<file path="src/rtl/nmea_pkg.sv">
`timescale 1ns / 1ps
// ----------------------------------------------------------------------------
// nmea_pkg
// Shared types, character codes and helpers for the NMEA RMC/GGA parser.
// ----------------------------------------------------------------------------
package nmea_pkg;

   localparam int TERM_CHARS = 16;
   localparam int TPTR_W     = $clog2(TERM_CHARS);

   localparam logic [7:0] CH_COMMA = 8'h2C;
   localparam logic [7:0] CH_STAR  = 8'h2A;
   localparam logic [7:0] CH_CR    = 8'h0D;
   localparam logic [7:0] CH_LF    = 8'h0A;
   localparam logic [7:0] CH_DOLLAR = 8'h24;
   localparam logic [7:0] CH_MINUS = 8'h2D;
   localparam logic [7:0] CH_DOT   = 8'h2E;
   localparam logic [7:0] CH_ZERO  = 8'h30;
   localparam logic [7:0] CH_NINE  = 8'h39;
   localparam logic [7:0] CH_A     = 8'h41;
   localparam logic [7:0] CH_S     = 8'h53;
   localparam logic [7:0] CH_W     = 8'h57;
   localparam logic [7:0] CH_UF    = 8'h46;
   localparam logic [7:0] CH_LA    = 8'h61;
   localparam logic [7:0] CH_LF_HEX = 8'h66;
   localparam logic [7:0] CH_HIGH  = 8'h80;

   localparam logic [1:0] KIND_OTHER = 2'd0;
   localparam logic [1:0] KIND_RMC   = 2'd1;
   localparam logic [1:0] KIND_GGA   = 2'd2;

   localparam logic [2:0] F_TIME   = 3'd0;
   localparam logic [2:0] F_DATE   = 3'd1;
   localparam logic [2:0] F_LAT    = 3'd2;
   localparam logic [2:0] F_LON    = 3'd3;
   localparam logic [2:0] F_ALT    = 3'd4;
   localparam logic [2:0] F_SPEED  = 3'd5;
   localparam logic [2:0] F_COURSE = 3'd6;
   localparam int NFIELDS = 7;

   // n / 100 == (n * RECIP100) >> 37 for any 32-bit n
   localparam logic [63:0] RECIP100 = 64'd1374389535;
   // n / 6 == (n * RECIP6) >> 24 for n below 2**20
   localparam logic [43:0] RECIP6   = 44'd2796203;

   typedef enum logic [1:0] {
      OP_NONE,
      OP_DEC,
      OP_DEG,
      OP_DATE
   } op_type;

   typedef enum logic [3:0] {
      ST_IDLE,
      ST_CHAR,
      ST_TERM,
      ST_INT,
      ST_DOT,
      ST_FRAC1,
      ST_FRAC2,
      ST_DFRAC,
      ST_DIV,
      ST_REM,
      ST_SCALE,
      ST_RECIP,
      ST_WRITE,
      ST_OUT
   } state_type;

   typedef struct packed {
      logic take;
      logic do_char;
      logic do_term;
      logic int_step;
      logic dot_step;
      logic frac1_step;
      logic frac2_step;
      logic dfrac_step;
      logic div_step;
      logic rem_step;
      logic scale_step;
      logic recip_step;
      logic write_step;
      logic out_load;
   } cmd_type;

   typedef struct packed {
      logic   delim;
      logic   digit;
      logic   dot;
      op_type op;
      op_type op_next;
   } sts_type;

   function automatic logic is_digit(input logic [7:0] c);
      return (c >= CH_ZERO) && (c <= CH_NINE);
   endfunction

   function automatic logic [7:0] hex_val(input logic [7:0] a);
      logic [7:0] r;
      if (a >= CH_A && a <= CH_UF) r = a - CH_A + 8'd10;
      else if (a >= CH_LA && a <= CH_LF_HEX) r = a - CH_LA + 8'd10;
      else r = a - CH_ZERO;
      return r;
   endfunction

   // term is a prefix of tag (empty term included); tag ends in a zero byte
   function automatic logic is_prefix(input logic [5:0][7:0] b, input logic [5:0][7:0] tag);
      logic ok;
      logic alive;
      ok    = 1'b0;
      alive = 1'b1;
      for (int j = 0; j < 6; j++) begin
         if (alive) begin
            if (b[j] == 8'd0) begin
               ok    = 1'b1;
               alive = 1'b0;
            end else if (b[j] != tag[j]) begin
               alive = 1'b0;
            end
         end
      end
      return ok;
   endfunction

   // weight of each minutes fraction digit, ten-thousandths
   function automatic logic [13:0] frac_weight(input logic [2:0] idx);
      logic [13:0] w;
      case (idx)
         3'd0: w = 14'd1000;
         3'd1: w = 14'd100;
         3'd2: w = 14'd10;
         3'd3: w = 14'd1;
         default: w = 14'd0;
      endcase
      return w;
   endfunction

endpackage

</file>
<file path="src/rtl/nmea_rmc_gga_sentence_parser.sv">
`timescale 1ns / 1ps
// ----------------------------------------------------------------------------
// nmea_rmc_gga_sentence_parser
// NMEA 0183 RMC/GGA parser, one character in and one status word out.
// ----------------------------------------------------------------------------
//  channel | ports                         | dir | word
//  req     | req_valid/req_ready           | in  | req_rx_char
//  rsp     | rsp_valid/rsp_ready           | out | sentence status and fields
//
//  a plain character runs the char and out states, a delimiter adds the term
//  state if no number is parsed; number terms walk the term buffer one
//  character a cycle (single read port), degrees then four multiply stages
//  the next word is accepted while the previous result waits in rsp
//  reset is synchronous; it clears parser state and the rsp valid
// ----------------------------------------------------------------------------
module nmea_rmc_gga_sentence_parser (
   input  logic               clock,
   input  logic               reset,
   input  logic               req_valid,
   output logic               req_ready,
   input  logic [7:0]         req_rx_char,
   output logic               rsp_valid,
   input  logic               rsp_ready,
   output logic               rsp_sentence_ok,
   output logic [1:0]         rsp_sentence_kind,
   output logic               rsp_ever_good,
   output logic [31:0]        rsp_fix_time,
   output logic [31:0]        rsp_fix_date,
   output logic signed [31:0] rsp_latitude,
   output logic signed [31:0] rsp_longitude,
   output logic signed [31:0] rsp_altitude,
   output logic signed [31:0] rsp_ground_speed,
   output logic signed [31:0] rsp_course
);
   import nmea_pkg::*;

   cmd_type cmd;
   sts_type sts;

   nmea_ctrl u_ctrl (
      .clock     (clock),
      .reset     (reset),
      .req_valid (req_valid),
      .req_ready (req_ready),
      .rsp_valid (rsp_valid),
      .rsp_ready (rsp_ready),
      .sts       (sts),
      .cmd       (cmd)
   );

   nmea_dp u_dp (
      .clock             (clock),
      .reset             (reset),
      .req_rx_char       (req_rx_char),
      .cmd               (cmd),
      .sts               (sts),
      .rsp_sentence_ok   (rsp_sentence_ok),
      .rsp_sentence_kind (rsp_sentence_kind),
      .rsp_ever_good     (rsp_ever_good),
      .rsp_fix_time      (rsp_fix_time),
      .rsp_fix_date      (rsp_fix_date),
      .rsp_latitude      (rsp_latitude),
      .rsp_longitude     (rsp_longitude),
      .rsp_altitude      (rsp_altitude),
      .rsp_ground_speed  (rsp_ground_speed),
      .rsp_course        (rsp_course)
   );

   // one word in flight at a time
   a_one_at_a_time: assert property (@(posedge clock) disable iff (reset)
      req_valid && req_ready |=> !req_ready)
      else $error("input taken while a word is in work");

   // a committed sentence implies the sticky flag
   a_ok_sticky: assert property (@(posedge clock) disable iff (reset)
      rsp_valid |-> (!rsp_sentence_ok || rsp_ever_good))
      else $error("sentence ok without ever good");

   // the output word is only loaded while the rsp slot is empty or being taken
   a_load_slot: assert property (@(posedge clock) disable iff (reset)
      cmd.out_load |-> (!rsp_valid || rsp_ready))
      else $error("result loaded over an untaken word");

endmodule

</file>
<file path="src/rtl/nmea_ctrl.sv">
`timescale 1ns / 1ps
// ----------------------------------------------------------------------------
// nmea_ctrl
// Sequencer: takes a character, runs the term walk and hands the result out.
// ----------------------------------------------------------------------------
module nmea_ctrl (
   input  logic             clock,
   input  logic             reset,
   input  logic             req_valid,
   output logic             req_ready,
   output logic             rsp_valid,
   input  logic             rsp_ready,
   input  nmea_pkg::sts_type sts,
   output nmea_pkg::cmd_type cmd
);
   import nmea_pkg::*;

   state_type state_ff, state_in;
   logic      rsp_valid_ff, rsp_valid_in;
   logic      slot_free;

   assign slot_free = !rsp_valid_ff || rsp_ready;

   always_comb begin
      state_in = state_ff;
      case (state_ff)
         ST_IDLE:  if (req_valid) state_in = ST_CHAR;
         ST_CHAR:  state_in = sts.delim ? ST_TERM : ST_OUT;
         ST_TERM:  state_in = (sts.op_next == OP_NONE) ? ST_OUT : ST_INT;
         ST_INT: begin
            if (!sts.digit) state_in = (sts.op == OP_DATE) ? ST_WRITE : ST_DOT;
         end
         ST_DOT: begin
            if (sts.dot) state_in = (sts.op == OP_DEC) ? ST_FRAC1 : ST_DFRAC;
            else state_in = (sts.op == OP_DEC) ? ST_WRITE : ST_DIV;
         end
         ST_FRAC1: state_in = sts.digit ? ST_FRAC2 : ST_WRITE;
         ST_FRAC2: state_in = ST_WRITE;
         ST_DFRAC: if (!sts.digit) state_in = ST_DIV;
         ST_DIV:   state_in = ST_REM;
         ST_REM:   state_in = ST_SCALE;
         ST_SCALE: state_in = ST_RECIP;
         ST_RECIP: state_in = ST_WRITE;
         ST_WRITE: state_in = ST_OUT;
         ST_OUT:   if (slot_free) state_in = ST_IDLE;
         default:  state_in = ST_IDLE;
      endcase
   end

   always_comb begin
      cmd            = '0;
      req_ready      = (state_ff == ST_IDLE);
      cmd.take       = (state_ff == ST_IDLE) && req_valid;
      cmd.do_char    = (state_ff == ST_CHAR);
      cmd.do_term    = (state_ff == ST_TERM);
      cmd.int_step   = (state_ff == ST_INT);
      cmd.dot_step   = (state_ff == ST_DOT);
      cmd.frac1_step = (state_ff == ST_FRAC1);
      cmd.frac2_step = (state_ff == ST_FRAC2);
      cmd.dfrac_step = (state_ff == ST_DFRAC);
      cmd.div_step   = (state_ff == ST_DIV);
      cmd.rem_step   = (state_ff == ST_REM);
      cmd.scale_step = (state_ff == ST_SCALE);
      cmd.recip_step = (state_ff == ST_RECIP);
      cmd.write_step = (state_ff == ST_WRITE);
      cmd.out_load   = (state_ff == ST_OUT) && slot_free;
      rsp_valid_in   = rsp_valid_ff;
      if (rsp_ready) rsp_valid_in = 1'b0;
      if (cmd.out_load) rsp_valid_in = 1'b1;
   end

   assign rsp_valid = rsp_valid_ff;

   always_ff @(posedge clock) begin
      if (reset) begin
         state_ff     <= ST_IDLE;
         rsp_valid_ff <= 1'b0;
      end else begin
         state_ff     <= state_in;
         rsp_valid_ff <= rsp_valid_in;
      end
   end

endmodule

</file>
<file path="src/rtl/nmea_dp.sv">
`timescale 1ns / 1ps
// ----------------------------------------------------------------------------
// nmea_dp
// Parser state, term buffer, number walk, pending and committed fields.
// ----------------------------------------------------------------------------
module nmea_dp (
   input  logic               clock,
   input  logic               reset,
   input  logic [7:0]         req_rx_char,
   input  nmea_pkg::cmd_type  cmd,
   output nmea_pkg::sts_type  sts,
   output logic               rsp_sentence_ok,
   output logic [1:0]         rsp_sentence_kind,
   output logic               rsp_ever_good,
   output logic [31:0]        rsp_fix_time,
   output logic [31:0]        rsp_fix_date,
   output logic signed [31:0] rsp_latitude,
   output logic signed [31:0] rsp_longitude,
   output logic signed [31:0] rsp_altitude,
   output logic signed [31:0] rsp_ground_speed,
   output logic signed [31:0] rsp_course
);
   import nmea_pkg::*;

   localparam logic [5:0][7:0] RMC_TAG = {8'h00, 8'h43, 8'h4D, 8'h52, 8'h50, 8'h47};
   localparam logic [5:0][7:0] GGA_TAG = {8'h00, 8'h41, 8'h47, 8'h47, 8'h50, 8'h47};

   logic [7:0]        char_ff, char_in;
   logic [7:0]        parity_ff, parity_in;
   logic              inchk_ff, inchk_in;
   logic [7:0]        buf_ff [TERM_CHARS];
   logic [7:0]        buf_in [TERM_CHARS];
   logic [TPTR_W-1:0] tlen_ff, tlen_in;
   logic [3:0]        tidx_ff, tidx_in;
   logic [1:0]        kind_ff, kind_in;
   logic              good_ff, good_in;
   logic              ever_ff, ever_in;
   logic              ok_ff, ok_in;
   logic [31:0]       pend_ff [NFIELDS];
   logic [31:0]       pend_in [NFIELDS];
   logic [31:0]       com_ff [NFIELDS];
   logic [31:0]       com_in [NFIELDS];

   // term walk
   op_type            op_ff, op_in, op_next;
   logic [2:0]        fld_ff, fld_in, fld_next;
   logic [TPTR_W:0]   ptr_ff, ptr_in;
   logic              neg_ff, neg_in;
   logic [31:0]       acc_ff, acc_in;
   logic [6:0]        frac_ff, frac_in;
   logic [13:0]       tenk_ff, tenk_in;
   logic [2:0]        midx_ff, midx_in;
   logic [25:0]       quo_ff, quo_in;
   logic [6:0]        rem_ff, rem_in;
   logic [31:0]       hi_ff, hi_in;
   logic [19:0]       tot_ff, tot_in;
   logic [17:0]       lo_ff, lo_in;

   logic [7:0]        cur;
   logic [3:0]        dig;
   logic              delim;
   logic [5:0][7:0]   head;
   logic [7:0]        b0;
   logic [7:0]        hex_hi;
   logic [7:0]        hex_lo;
   logic [7:0]        chk_sum;
   logic [63:0]       quo_prod;
   logic [43:0]       lo_prod;
   logic [31:0]       dec_val;

   assign cur   = ptr_ff[TPTR_W] ? 8'd0 : buf_ff[ptr_ff[TPTR_W-1:0]];
   assign dig   = 4'(cur - CH_ZERO);
   assign b0    = buf_ff[0];
   assign delim = (char_ff == CH_COMMA) || (char_ff == CH_CR) ||
                  (char_ff == CH_LF) || (char_ff == CH_STAR);
   assign hex_hi  = hex_val(buf_ff[0]);
   assign hex_lo  = hex_val(buf_ff[1]);
   assign chk_sum = {hex_hi[3:0], 4'd0} + hex_lo;

   always_comb begin
      for (int i = 0; i < 6; i++) head[i] = buf_ff[i];
   end

   // what the finished data term asks for
   always_comb begin
      op_next  = OP_NONE;
      fld_next = F_TIME;
      if (!inchk_ff && tidx_ff != 4'd0 && kind_ff != KIND_OTHER && b0 != 8'd0) begin
         if (kind_ff == KIND_RMC) begin
            case (tidx_ff)
               4'd1: begin op_next = OP_DEC;  fld_next = F_TIME;   end
               4'd3: begin op_next = OP_DEG;  fld_next = F_LAT;    end
               4'd5: begin op_next = OP_DEG;  fld_next = F_LON;    end
               4'd7: begin op_next = OP_DEC;  fld_next = F_SPEED;  end
               4'd8: begin op_next = OP_DEC;  fld_next = F_COURSE; end
               4'd9: begin op_next = OP_DATE; fld_next = F_DATE;   end
               default: op_next = OP_NONE;
            endcase
         end else begin
            case (tidx_ff)
               4'd1: begin op_next = OP_DEC; fld_next = F_TIME; end
               4'd2: begin op_next = OP_DEG; fld_next = F_LAT;  end
               4'd4: begin op_next = OP_DEG; fld_next = F_LON;  end
               4'd9: begin op_next = OP_DEC; fld_next = F_ALT;  end
               default: op_next = OP_NONE;
            endcase
         end
      end
   end

   assign quo_prod = {32'd0, acc_ff} * RECIP100;
   assign lo_prod  = {24'd0, tot_ff} * RECIP6;
   assign dec_val  = (acc_ff * 32'd100) + {25'd0, frac_ff};

   always_comb begin
      char_in   = char_ff;
      parity_in = parity_ff;
      inchk_in  = inchk_ff;
      buf_in    = buf_ff;
      tlen_in   = tlen_ff;
      tidx_in   = tidx_ff;
      kind_in   = kind_ff;
      good_in   = good_ff;
      ever_in   = ever_ff;
      ok_in     = ok_ff;
      pend_in   = pend_ff;
      com_in    = com_ff;
      op_in     = op_ff;
      fld_in    = fld_ff;
      ptr_in    = ptr_ff;
      neg_in    = neg_ff;
      acc_in    = acc_ff;
      frac_in   = frac_ff;
      tenk_in   = tenk_ff;
      midx_in   = midx_ff;
      quo_in    = quo_ff;
      rem_in    = rem_ff;
      hi_in     = hi_ff;
      tot_in    = tot_ff;
      lo_in     = lo_ff;

      if (cmd.take) char_in = req_rx_char;

      if (cmd.do_char) begin
         ok_in = 1'b0;
         if (delim) begin
            if (char_ff == CH_COMMA) parity_in = parity_ff ^ char_ff;
            buf_in[tlen_ff] = 8'd0;
         end else if (char_ff == CH_DOLLAR) begin
            tidx_in   = 4'd0;
            tlen_in   = '0;
            parity_in = 8'd0;
            kind_in   = KIND_OTHER;
            inchk_in  = 1'b0;
            good_in   = 1'b0;
         end else begin
            if (tlen_ff != TPTR_W'(TERM_CHARS - 1)) begin
               buf_in[tlen_ff] = char_ff;
               tlen_in         = tlen_ff + 1'b1;
            end
            if (!inchk_ff) parity_in = parity_ff ^ char_ff;
         end
      end

      if (cmd.do_term) begin
         if (inchk_ff) begin
            if (chk_sum == parity_ff && good_ff) begin
               ever_in = 1'b1;
               ok_in   = 1'b1;
               if (kind_ff == KIND_RMC) begin
                  com_in[F_TIME]   = pend_ff[F_TIME];
                  com_in[F_DATE]   = pend_ff[F_DATE];
                  com_in[F_LAT]    = pend_ff[F_LAT];
                  com_in[F_LON]    = pend_ff[F_LON];
                  com_in[F_SPEED]  = pend_ff[F_SPEED];
                  com_in[F_COURSE] = pend_ff[F_COURSE];
               end else if (kind_ff == KIND_GGA) begin
                  com_in[F_ALT]  = pend_ff[F_ALT];
                  com_in[F_TIME] = pend_ff[F_TIME];
                  com_in[F_LAT]  = pend_ff[F_LAT];
                  com_in[F_LON]  = pend_ff[F_LON];
               end
            end
         end else if (tidx_ff == 4'd0) begin
            if (is_prefix(head, RMC_TAG)) kind_in = KIND_RMC;
            else if (is_prefix(head, GGA_TAG)) kind_in = KIND_GGA;
            else kind_in = KIND_OTHER;
         end else if (kind_ff != KIND_OTHER && b0 != 8'd0) begin
            if (kind_ff == KIND_RMC) begin
               case (tidx_ff)
                  4'd2: good_in = (b0 == CH_A);
                  4'd4: if (b0 == CH_S) pend_in[F_LAT] = 32'd0 - pend_ff[F_LAT];
                  4'd6: if (b0 == CH_W) pend_in[F_LON] = 32'd0 - pend_ff[F_LON];
                  default: ;
               endcase
            end else begin
               case (tidx_ff)
                  4'd3: if (b0 == CH_S) pend_in[F_LAT] = 32'd0 - pend_ff[F_LAT];
                  4'd5: if (b0 == CH_W) pend_in[F_LON] = 32'd0 - pend_ff[F_LON];
                  4'd6: good_in = (b0 > CH_ZERO) && (b0 < CH_HIGH);
                  default: ;
               endcase
            end
         end
         if (tidx_ff != 4'd15) tidx_in = tidx_ff + 4'd1;
         tlen_in  = '0;
         inchk_in = (char_ff == CH_STAR);
         op_in    = op_next;
         fld_in   = fld_next;
         neg_in   = (op_next == OP_DEC) && (b0 == CH_MINUS);
         ptr_in   = ((op_next == OP_DEC) && (b0 == CH_MINUS)) ? (TPTR_W+1)'(1) : '0;
         acc_in   = 32'd0;
         frac_in  = 7'd0;
         tenk_in  = 14'd0;
         midx_in  = 3'd0;
      end

      if (cmd.int_step && is_digit(cur)) begin
         acc_in = (acc_ff * 32'd10) + {28'd0, dig};
         ptr_in = ptr_ff + 1'b1;
      end
      if (cmd.dot_step && cur == CH_DOT) ptr_in = ptr_ff + 1'b1;
      if (cmd.frac1_step && is_digit(cur)) begin
         frac_in = 7'(dig) * 7'd10;
         ptr_in  = ptr_ff + 1'b1;
      end
      if (cmd.frac2_step && is_digit(cur)) frac_in = frac_ff + 7'(dig);
      if (cmd.dfrac_step && is_digit(cur)) begin
         tenk_in = tenk_ff + frac_weight(midx_ff) * 14'(dig);
         if (midx_ff != 3'd4) midx_in = midx_ff + 3'd1;
         ptr_in  = ptr_ff + 1'b1;
      end
      if (cmd.div_step) quo_in = quo_prod[62:37];
      if (cmd.rem_step) begin
         rem_in = 7'(acc_ff - 32'(quo_ff) * 32'd100);
         hi_in  = 32'(quo_ff) * 32'd100000;
      end
      if (cmd.scale_step) tot_in = 20'(rem_ff) * 20'd10000 + 20'(tenk_ff);
      if (cmd.recip_step) lo_in = lo_prod[41:24];
      if (cmd.write_step) begin
         case (op_ff)
            OP_DEC:  pend_in[fld_ff] = neg_ff ? (32'd0 - dec_val) : dec_val;
            OP_DEG:  pend_in[fld_ff] = hi_ff + 32'(lo_ff);
            OP_DATE: pend_in[fld_ff] = acc_ff;
            default: ;
         endcase
      end
   end

   always_comb begin
      sts.delim   = delim;
      sts.digit   = is_digit(cur);
      sts.dot     = (cur == CH_DOT);
      sts.op      = op_ff;
      sts.op_next = op_next;
   end

   always_ff @(posedge clock) begin
      if (reset) begin
         parity_ff <= 8'd0;
         inchk_ff  <= 1'b0;
         for (int i = 0; i < TERM_CHARS; i++) buf_ff[i] <= 8'd0;
         tlen_ff   <= '0;
         tidx_ff   <= 4'd0;
         kind_ff   <= KIND_OTHER;
         good_ff   <= 1'b0;
         ever_ff   <= 1'b0;
         ok_ff     <= 1'b0;
         op_ff     <= OP_NONE;
         pend_ff[F_TIME]   <= 32'hFFFF_FFFF;
         pend_ff[F_DATE]   <= 32'd0;
         pend_ff[F_LAT]    <= 32'd999999999;
         pend_ff[F_LON]    <= 32'd999999999;
         pend_ff[F_ALT]    <= 32'd999999999;
         pend_ff[F_SPEED]  <= 32'd999999999;
         pend_ff[F_COURSE] <= 32'd999999999;
         for (int i = 0; i < NFIELDS; i++) com_ff[i] <= 32'd0;
      end else begin
         parity_ff <= parity_in;
         inchk_ff  <= inchk_in;
         buf_ff    <= buf_in;
         tlen_ff   <= tlen_in;
         tidx_ff   <= tidx_in;
         kind_ff   <= kind_in;
         good_ff   <= good_in;
         ever_ff   <= ever_in;
         ok_ff     <= ok_in;
         op_ff     <= op_in;
         pend_ff   <= pend_in;
         com_ff    <= com_in;
      end
   end

   always_ff @(posedge clock) begin
      char_ff <= char_in;
      fld_ff  <= fld_in;
      ptr_ff  <= ptr_in;
      neg_ff  <= neg_in;
      acc_ff  <= acc_in;
      frac_ff <= frac_in;
      tenk_ff <= tenk_in;
      midx_ff <= midx_in;
      quo_ff  <= quo_in;
      rem_ff  <= rem_in;
      hi_ff   <= hi_in;
      tot_ff  <= tot_in;
      lo_ff   <= lo_in;
   end

   // result word, held until taken
   always_ff @(posedge clock) begin
      if (cmd.out_load) begin
         rsp_sentence_ok   <= ok_ff;
         rsp_sentence_kind <= kind_ff;
         rsp_ever_good     <= ever_ff;
         rsp_fix_time      <= com_ff[F_TIME];
         rsp_fix_date      <= com_ff[F_DATE];
         rsp_latitude      <= com_ff[F_LAT];
         rsp_longitude     <= com_ff[F_LON];
         rsp_altitude      <= com_ff[F_ALT];
         rsp_ground_speed  <= com_ff[F_SPEED];
         rsp_course        <= com_ff[F_COURSE];
      end
   end

endmodule
</file>
<file path="config.mk">
export PLATFORM = sky130hd
export DESIGN_NAME = nmea_rmc_gga_sentence_parser
export DESIGN_NICKNAME = d
export VERILOG_FILES = /design/src/rtl/nmea_pkg.sv /design/src/rtl/nmea_rmc_gga_sentence_parser.sv /design/src/rtl/nmea_ctrl.sv /design/src/rtl/nmea_dp.sv
export SDC_FILE = /design/constraint.sdc
export NUM_CORES = 2
export LEC_CHECK = 0
export ABC_AREA = 1
export BUFFER_PORTS_ARGS = -buffer_cell sky130_fd_sc_hd__buf_2
export CAP_MARGIN = 20
export CORE_MARGIN = 2
export CORE_UTILIZATION = 40
export CTS_BUF_LIST = sky130_fd_sc_hd__clkbuf_8
export CTS_CLUSTER_SIZE = 14
export DETAILED_ROUTE_END_ITERATION = 8
export GPL_TIMING_DRIVEN = 0
export PLACE_DENSITY = 0.56
export SETUP_SLACK_MARGIN = 0.2
export SLEW_MARGIN = 5
export SYNTH_ARGS = -nofsm -noshare
export SYNTH_HDL_FRONTEND = slang
export SYNTH_SLANG_ARGS = --single-unit
</file>
<file path="constraint.sdc">
create_clock -name clock -period 22 [get_ports clock]
set_input_delay 1.1 -clock clock [delete_from_list [all_inputs] [get_ports clock]]
set_output_delay 1.1 -clock clock [all_outputs]
set_load 0.02 [all_outputs]
</file>
==> flow_summary_export.csv <==
group,metric,value,unit
route,finalWirelength,330,mm
worst_setup_path,startpoint_type,"flop",
logic_synthesis,dominant_combinational_cell_family_by_area_after_synthesis,"adder cells",
die,dieArea,0.208,mm2
clock_network,cts-resized-gates,0,
timing,slew_viol_final,0,
route,vias,70900,
route,route.detailed.drc,0,
cells_and_area,fraction_of_final_layout_cells_sized_beyond_drive_strength_1,8.01,%
placement,detailedPlacementHpwl,271,mm
worst_setup_path,crit-reg2reg-launch,"u_dp.acc_ff[6]",
cells_and_area,syn_to_final_growth,11.9,%
global_routing,antenna_found_initial,28,
die,initial_utilization,40.1,%
worst_setup_path,critPathRequiredTime,22.80,ns
logic_synthesis,post_synthesis_average_cell_area,8.44,um2
die,pin_count,242,
clock_network,cts_hold_repair.buffers,0,
power_and_ir_drop,swShare,51.4,%
timing,final_hold_violations,0,
global_routing,grt_pass1_wl,481,mm
logic_synthesis,register_bit_count_reported_by_yosys,1004,
die,rows,166,
clock_network,h-tree-depth,4,
worst_setup_path,critical_path.startpoint,"u_dp.acc_ff[6]",
placement,gpl.final_weighted_congestion,1.06,
clock_network,cts.path.max_buffers,3,
logic_synthesis,netlist_area,0.0819,mm2
cells_and_area,final-instance-count-excl-fill,13100,
logic_synthesis,synth_enable_flop_cells,396,
route,drt_pass1_iterations,7,
status,status,"complete, no violations",
global_routing,grt_usage,31.4,%
timing,final-setup-viol-count,0,
placement,port_buffers,240,
worst_hold_path,hold_start,"req_rx_char[7]",
logic_synthesis,post_synth_and_or_nand_nor_area_fraction,13.5,%
worst_hold_path,hp-class,"input pin to flop",
route,ant_nets,0,
die,die_x,456,um
worst_setup_path,worst_path_largest_cell_delay,0.91,ns
timing,worst_slew_pin_slew,1.29,ns
power_and_ir_drop,ir_worst_vdd,1140,uV
job,max_cap_violations,0,
logic_synthesis,synth_seq_area_share,29.4,%
route,post_drt_wl_per_cell,25.3,um
power_and_ir_drop,power.switching,6.34,mW
power_and_ir_drop,leak_pwr,43.5,nW
worst_setup_path,worstPathBufferInverterCount,8,
timing,worst_clock_skew,0.0918,ns
cells_and_area,final_net_count,11700,
cells_and_area,n_fill_cell,20400,
logic_synthesis,synth_xor_area_share,2.52,%
timing,grt_setup_unrepaired,"no",
timing,maxClockFrequency,116,MHz
timing,post_route_clock_period_utilization,39.3,%
logic_synthesis,asyncSetResetFlopFracSynth,0,%
clock_network,cts_buffers,174,
clock_network,cts_tree,"done",
global_routing,grt_start_max_net_pins,31,
timing,layout_setup_ws,13.36,ns
logic_synthesis,synth.distinct_cells,77,
global_routing,via_count_of_the_first_global_routing_pass,71000,
power_and_ir_drop,combPwrFrac,64.5,%
clock_network,setup_fix_buffers_added_after_clock_tree_synthesis,0,
worst_setup_path,slowest_cell_on_crit_path,"clkbuf_1",
power_and_ir_drop,power_density,135,mW/mm2
die,core_region_area,0.204,mm2
die,die-height,456,um
logic_synthesis,synth-compound-area-share,14.7,%
worst_setup_path,worst_path_dominant_cell_family,"adder cells",
clock_network,worst_setup_hold_path_clk_slew,0.06,ns
power_and_ir_drop,internal-power,6.00,mW
clock_network,clk_sinks,1004,
worst_setup_path,worst_ep_arrival_time,9.44,ns
worst_setup_path,worstSetupPathType,"flop to flop",
logic_synthesis,synth_flop_cell,"dfxtp_1",
placement,place_inst,12700,
logic_synthesis,postSynthNetCount,11200,
worst_setup_path,timing.critical_path.fanout_max,10,
clock_network,clock_insertion_delay_worst_skew,1.04,ns
logic_synthesis,synthesis.instances,9706,
timing,period_minus_slack,8.64,ns
route,avgViaCountPerCell,5.43,
worst_setup_path,end_kind,"flop",
global_routing,grt_remaining_overflow,0,
route,drt-initial-drc-count,6501,
logic_synthesis,ys_warn_count,0,
power_and_ir_drop,register_share_of_total_power,20.4,%
logic_synthesis,post_synth_mux_area_share,0,%
placement,dp_worst_setup_slack,13.42,ns
timing,max_slew_margin,14.3,%
logic_synthesis,synth_adder_area_share,29.2,%
clock_network,clockRootBuffer,"clkbuf_8",
power_and_ir_drop,clkPwrFrac,15.1,%
[layout make-up]
cell class	count	area (um2)	area share (%)
Multi-Input combinational cell	6402	49100	53.6
Sequential cell	1004	24100	26.3
Inverter	1995	7490	8.17
Tap cell	2688	3360	3.67
Clock buffer	189	2600	2.84
Timing Repair Buffer	318	2520	2.75
Buffer	305	1290	1.41
Clock inverter	134	1110	1.21
Antenna cell	15	37.5	0.0410
[power by group through the flow]
stage / clock [mW] / sequential (mW) / combinational (mW)
2_1_floorplan: 0 / 2.53 / 5.12
3_3_place_gp: 0 / 2.57 / 7.79
3_5_place_dp: 0 / 2.56 / 7.88
4_1_cts: 1.89 / 2.52 / 7.93
5_1_grt: 1.97 / 2.53 / 8.93
6_report: 1.86 / 2.52 / 7.97
[per-layer routing]
layer	global-route usage, %	vias up	wire length (um)
li1	-	32800	-
met2	51.2	2742	152000
met1	39.4	34600	135000
met3	5.16	731	21100
met5	0	-	95
met4	18.0	14	21400
[cells in the mapped netlist, drive strengths merged, types with 2 or more instances]
library cell	count	area, um2
nand2	1272	4870
a31oi	77	482
or2	26	163
a2111oi	2	17.5
o22ai	18	113
xnor2	79	699
buf	73	415
a21boi	12	90.1
a211oi	101	973
inv	1978	7420
nor2	645	2530
o211ai	151	1130
o21ai	845	4260
fa	664	13300
a41oi	11	96.3
o41ai	5	51.3
xor2	155	1370
nor4	28	196
nand3b	10	87.6
o221ai	26	228
edfxtp	396	11900
o2111ai	13	114
dfxtp	608	12200
a32oi	2	17.5
nand3	309	1610
clkbuf	232	871
o21bai	15	131
nor3	93	505
a311oi	3	26.3
a31o	2	17.5
ha	848	10600
o31ai	10	75.1
a221oi	6	52.6
a32o	2	20.0
clkinv	17	63.8
a21o	12	90.1
nor3b	16	125
o311ai	6	52.6
o21a	14	105
nand4	145	907
a21oi	765	3830
and3	5	31.3
[cell usage in the layout, fill, tap and decap left out, types with 43 or more instances in the layout]
cell,Yosys,routed
a211oi_1,58,58
a211oi_2,43,43
a21oi_1,764,763
a31oi_1,77,77
buf_2,44,285
clkbuf_1,232,229
clkbuf_8,0,189
dfxtp_1,608,608
edfxtp_1,396,396
fa_1,664,664
ha_1,848,848
inv_1,1962,2015
nand2_1,1242,1241
nand3_1,297,297
nand4_1,145,145
nor2_1,615,611
nor3_1,85,84
o211ai_1,151,151
o21ai_0,795,793
xnor2_1,78,75
xor2_1,154,152
[flip-flops by register name, summed over array words and instances, names as in the netlist, 8 cells and up]
signal                 cells
u_dp.rsp_fix_date         32
u_dp.parity_ff             8
u_dp.rsp_altitude         32
u_dp.quo_ff               26
u_dp.lo_ff                18
u_dp.rsp_longitude        32
u_dp.buf_ff              120
u_dp.pend_ff             224
u_dp.tot_ff               20
u_dp.rsp_course           32
u_dp.rsp_latitude         32
u_dp.hi_ff                27
u_dp.rsp_fix_time         32
u_dp.acc_ff               32
u_dp.b0                    8
u_dp.rsp_ground_speed     32
u_dp.tenk_ff              14
u_dp.char_ff               8
u_dp.com_ff              224
[per-stage QoR]
stage | instance area, um2 | hold WS, ns | setup TNS, ns | total power [mW] | utilization, %
floorplan | 81900 | 0.403 | 0 | 7.65 | -
global placement | 86500 | 0.410 | -360.51 | 10.4 | 42.4
detailed placement | 87700 | 0.414 | 0 | 10.4 | 43.0
CTS | 91400 | 0.229 | 0 | 12.4 | 44.8
global route | 91600 | 0.272 | 0 | 13.4 | 44.9
finish | 91600 | 0.312 | 0 | 12.3 | 44.9
[cell families (layout without fill, tap and decap cells)]
kind of cell,count (synthesis),after routing
other,0,15
and+or+nand+nor,2552,2552
xor gates and xnor gates,234,234
DFF,1004,1004
AOI/OAI and AO/OA,2104,2104
adders and majority gates,1512,1512
buffers and inverters,2300,2941
[worst paths after layout]
check                           to  slack (ns)  cells past startpoint
min reg2reg  u_dp.rsp_altitude[21]        0.43                      0
min                u_dp.char_ff[7]        0.31                      1
max reg2reg        u_dp.quo_ff[18]       13.36                     25
max                u_dp.quo_ff[18]       13.36                     25
Power figures use the tool's default switching activity.
